==> config.mk <==
export PLATFORM = sky130hd
export DESIGN_NAME = brm_front
export DESIGN_NICKNAME = d
export VERILOG_FILES = /design/src/hw/rtl/brm_pkg.sv /design/src/hw/rtl/brm_front.sv
export SDC_FILE = /design/constraint.sdc
export NUM_CORES = 1
export LEC_CHECK = 0
export BUFFER_PORTS_ARGS = -buffer_cell sky130_fd_sc_hd__buf_2
export CAP_MARGIN = 15
export CELL_PAD_IN_SITES_DETAIL_PLACEMENT = 1
export CELL_PAD_IN_SITES_GLOBAL_PLACEMENT = 1
export CORE_UTILIZATION = 40
export CTS_CLUSTER_DIAMETER = 100
export DETAILED_ROUTE_END_ITERATION = 8
export GPL_TIMING_DRIVEN = 1
export PLACE_DENSITY_LB_ADDON = 0.1
export REMOVE_ABC_BUFFERS = 1
export SYNTH_ARGS = -nofsm -noshare
export SYNTH_HDL_FRONTEND = slang
export SYNTH_SLANG_ARGS = --single-unit
export TNS_END_PERCENT = 50
==> constraint.sdc <==
create_clock -name clk -period 8.05 [get_ports clk]
set_clock_uncertainty 0.2 [all_clocks]
set_input_delay 0 -clock clk [delete_from_list [all_inputs] [get_ports clk]]
set_output_delay 0 -clock clk [all_outputs]
set_load 0.01 [all_outputs]
==> src/hw/rtl/brm_pkg.sv <==
package brm_pkg;

    localparam int CNT_W   = 64;
    localparam int TIME_W  = 32;
    localparam int FRAC_W  = 16;
    localparam int ACC_W   = 56;
    localparam int OUT_W   = 40;
    localparam int ALPHA_W = 17;
    localparam int WIN_W   = 16;
    localparam int IDLE_W  = 8;
    localparam int SCALE_W = 10;
    localparam int PROD_W  = CNT_W + SCALE_W;
    localparam int DVD_W   = PROD_W + FRAC_W;
    localparam int MULQ_W  = ALPHA_W + ACC_W;
    localparam int CFG_IDX_W = 2;

    localparam logic [SCALE_W-1:0] MS_PER_S   = SCALE_W'(1000);
    localparam logic [ALPHA_W-1:0] ONE_Q16    = ALPHA_W'(65536);
    localparam logic [IDLE_W-1:0]  IDLE_SAT   = '1;
    localparam logic [ACC_W-1:0]   ACC_MAX    = '1;
    localparam logic [OUT_W-1:0]   OUT_MAX    = '1;

    localparam logic [CFG_IDX_W-1:0] REG_WINDOW = 2'd0;
    localparam logic [CFG_IDX_W-1:0] REG_IDLE   = 2'd1;
    localparam logic [CFG_IDX_W-1:0] REG_ALPHA  = 2'd2;

    localparam logic CMD_SAMPLE = 1'b0;
    localparam logic CMD_CLEAR  = 1'b1;

    localparam logic [WIN_W-1:0]   WINDOW_RST = WIN_W'(250);
    localparam logic [IDLE_W-1:0]  IDLE_RST   = IDLE_W'(4);
    localparam logic [ALPHA_W-1:0] ALPHA_RST  = ALPHA_W'(19661);

    typedef struct packed {
        logic              command;
        logic [CNT_W-1:0]  byte_count;
        logic [TIME_W-1:0] timestamp_ms;
    } in_item_t;

    typedef struct packed {
        logic [OUT_W-1:0] smoothed_rate;
        logic             rate_valid;
        logic [OUT_W-1:0] average_rate;
        logic             average_valid;
    } out_item_t;

    // classified item handed from front to engine
    typedef struct packed {
        logic              clear;
        logic [CNT_W-1:0]  cnt;
        logic [TIME_W-1:0] now;
    } brm_item_t;

    typedef struct packed {
        logic [WIN_W-1:0]   window_ms;
        logic [IDLE_W-1:0]  idle_limit;
        logic [ALPHA_W-1:0] alpha;
    } brm_cfg_t;

endpackage

==> src/hw/rtl/brm_front.sv <==
module brm_front
(
    input  logic                clk,
    input  logic                rst_n,
    input  logic                in_valid,
    output logic                in_stall,
    input  brm_pkg::in_item_t   in_item,
    output logic                q_valid,
    input  logic                q_ready,
    output brm_pkg::brm_item_t  q_item
);

    brm_pkg::brm_item_t fifo_reg [2];
    logic       wr_ptr_reg;
    logic       rd_ptr_reg;
    logic [1:0] count_reg;
    logic       push;
    logic       pop;

    assign in_stall = (count_reg == 2'd2);
    assign q_valid  = (count_reg != 2'd0);
    assign q_item   = fifo_reg[rd_ptr_reg];
    assign push     = in_valid && !in_stall;
    assign pop      = q_valid && q_ready;

    always_ff @(posedge clk)
    begin
        if (push)
        begin
            fifo_reg[wr_ptr_reg].clear <= (in_item.command == brm_pkg::CMD_CLEAR);
            fifo_reg[wr_ptr_reg].cnt   <= in_item.byte_count;
            fifo_reg[wr_ptr_reg].now   <= in_item.timestamp_ms;
        end
    end

    always_ff @(posedge clk or negedge rst_n)
    begin
        if (!rst_n)
        begin
            wr_ptr_reg <= 1'b0;
            rd_ptr_reg <= 1'b0;
            count_reg  <= 2'd0;
        end
        else
        begin
            if (push)
            begin
                wr_ptr_reg <= !wr_ptr_reg;
            end
            if (pop)
            begin
                rd_ptr_reg <= !rd_ptr_reg;
            end
            if (push && !pop)
            begin
                count_reg <= count_reg + 2'd1;
            end
            else if (pop && !push)
            begin
                count_reg <= count_reg - 2'd1;
            end
        end
    end

endmodule

==> flow_metrics.tcl <==
set metrics [dict create \
    crit_path_end "q_item[27]" \
    die_w_um 137 \
    worst_slew_pin_slew_ps 1020 \
    fin_crit_ps 2900 \
    fp.coreArea_mm2 0.0175 \
    cellLeakagePower_uw 0.00388 \
    r2r-end "fifo_reg[0][79]" \
    fin_nets 735 \
    die_y_um 137 \
    crit_path_max_fanout 51 \
    portBuffers 199 \
    ant_nets 0 \
    ys_seq_elements 198 \
    cts_made_buffers 17 \
    drv_cap 0 \
    yosysSeqAreaShare_pct 81.5 \
    placed_cells 738 \
    clkTransAtPathRegs_ps 70 \
    gp_congestion 0.693 \
    dieArea_mm2 0.0187 \
    synthDistinctLibCells 15 \
    final_layout_size_suffix_gt1_share_pct 51.7 \
    syn_area_mm2 0.00727 \
    vias 4027 \
    cts-htree-levels 4 \
    grt_max_degree 76 \
    overflow 0 \
    wl_um 14900 \
    largest_reg_flops 194 \
    diodes 0 \
    cts_tree "built" \
    clk-insertion-delay-late_ps 420 \
    power_density_mw_per_mm2 330 \
    clockRootBuffer "clkbuf_16" \
    post_cts_buffers 0 \
    final_cell_mix "199 x buf_2, 194 x edfxtp_1, 101 x dlygate4sd3_1" \
    synth-warning-count 0 \
    start_util_pct 41.5 \
    first_iter_violations 124 \
    grt_usage_pct 16.3 \
    cp-end-kind "output pin" \
    ios 200 \
    crit_type "reg2out" \
    worstHoldPathType "in2reg" \
    antenna_found_initial 0 \
    synth_cells 321 \
    hold_violations 0 \
    vias_per_cell 4.62 \
    synth_top_cell_by_area "edfxtp_1" \
    dr.pass1.iters 4 \
    period_share_pct 36.0 \
    grt_pass1_wl_um 22300 \
    cts.hold.buffers_added 101 \
    slew_viol_final 0 \
    fill_cells 1629 \
    slew_headroom_pct 32.0 \
    yosys-top-cells-area "edfxtp_1 80%, mux2_2 12%, mux2_4 4.1%" \
    num_rows 48 \
    worst_r2r_startpoint "count_reg[0]" \
    reg2reg_slack_ps 5400 \
    crit_start "rd_ptr_reg" \
    reg2reg_depth 5 \
    crit_arrival_ps 2700 \
    wl_per_cell_um 17.1 \
    synth_area_per_cell_um2 22.7 \
    cts.path.max_buffers 2 \
    place_hpwl_um 9240 \
    vdd_drop_max_v 0.000228 \
    fmax_mhz 345 \
    drc 0 \
    crit_required_ps 7850 \
    startpoint_type "flop" \
    setup_tns_ps 0 \
    rsz0062_at_grt "no" \
    fin_cells 871 \
    synth_top_area_share_pct 80.1 \
    cts_sinks 198 \
    setup_viol 0 \
    grt_pass1_vias 4280 \
    outcome "completed" \
    final_common_cell "buf_2" \
    area_delta_synth_final_pct 39.0 \
    post_cts_resized 0 \
]
## worst min path at each step
stage	to	from	slack (ps)	cells after the start
after floorplan	count_reg[0]	rst_n	-500	0
after global placement	count_reg[0]	rst_n	-390	1
after detailed placement	count_reg[0]	rst_n	-390	1
after CTS	fifo_reg[0][90]	in_item[90]	70	2
after global routing	fifo_reg[0][15]	in_item[15]	80	2
final	fifo_reg[0][15]	in_item[15]	100	2
## synthesized netlist by cell type
cell	n
mux2_2	77
or2_2	1
inv_1	2
buf_2	7
xnor2_1	3
edfxtp_1	194
dfrtp_1	4
nand2b_1	1
xor2_1	2
nand2_1	2
nor2_1	2
ha_1	1
mux2_4	20
and3_1	1
buf_6	4
## routing by layer
metal	up-vias	track usage (%)	part of all wire, %
met1	1990	19.1	41
met4	0	6.65	1.8
li1	1890	-	-
met2	127	27.4	50
met5	-	0	0
met3	20	5.48	7.2
## worst max-delay path: stages (launching register included)
cell,delay (ps)
dfrtp_4,920
buf_4,680
mux2_2,440
buf_2,150
## through the flow
step / power, uW / hold slack, ps / setup WS [ps] / util (%) / cell area, um^2
after detailed placement: 2510 / -389 / 5320 / 48.6 / 8510
after global routing: 3490 / 81.6 / 5000 / 57.6 / 10100
final: 3330 / 96.0 / 5150 / 57.6 / 10100
after floorplan: 2160 / -496 / 2630 / - / 7190
after CTS: 3380 / 67.4 / 5090 / 57.6 / 10100
after global placement: 2480 / -389 / 5400 / 48.6 / 8510
## area by class of cell
cell class | count | area [um^2] | area share [%]
clock inverter | 15 | 154 | 1.52
clock buffer | 17 | 425 | 4.21
sequential | 198 | 5930 | 58.7
inverter | 2 | 7.51 | 0.0743
multi-input combinational | 110 | 1270 | 12.6
tap | 225 | 282 | 2.79
timing repair buffer | 304 | 2040 | 20.2
## cell families after synthesis
group / share of synthesized area, %
xor+xnor: 0.602
fa+ha+maj: 0.172
buf+inv: 1.20
flops: 81.5
mux: 16.1
simple gates: 0.465
## power breakdown
part	internal, uW	switching (uW)
sequential	1410	109
combinational	483	498
clock	460	370
total	2350	978
Power figures use the tool's default switching activity.
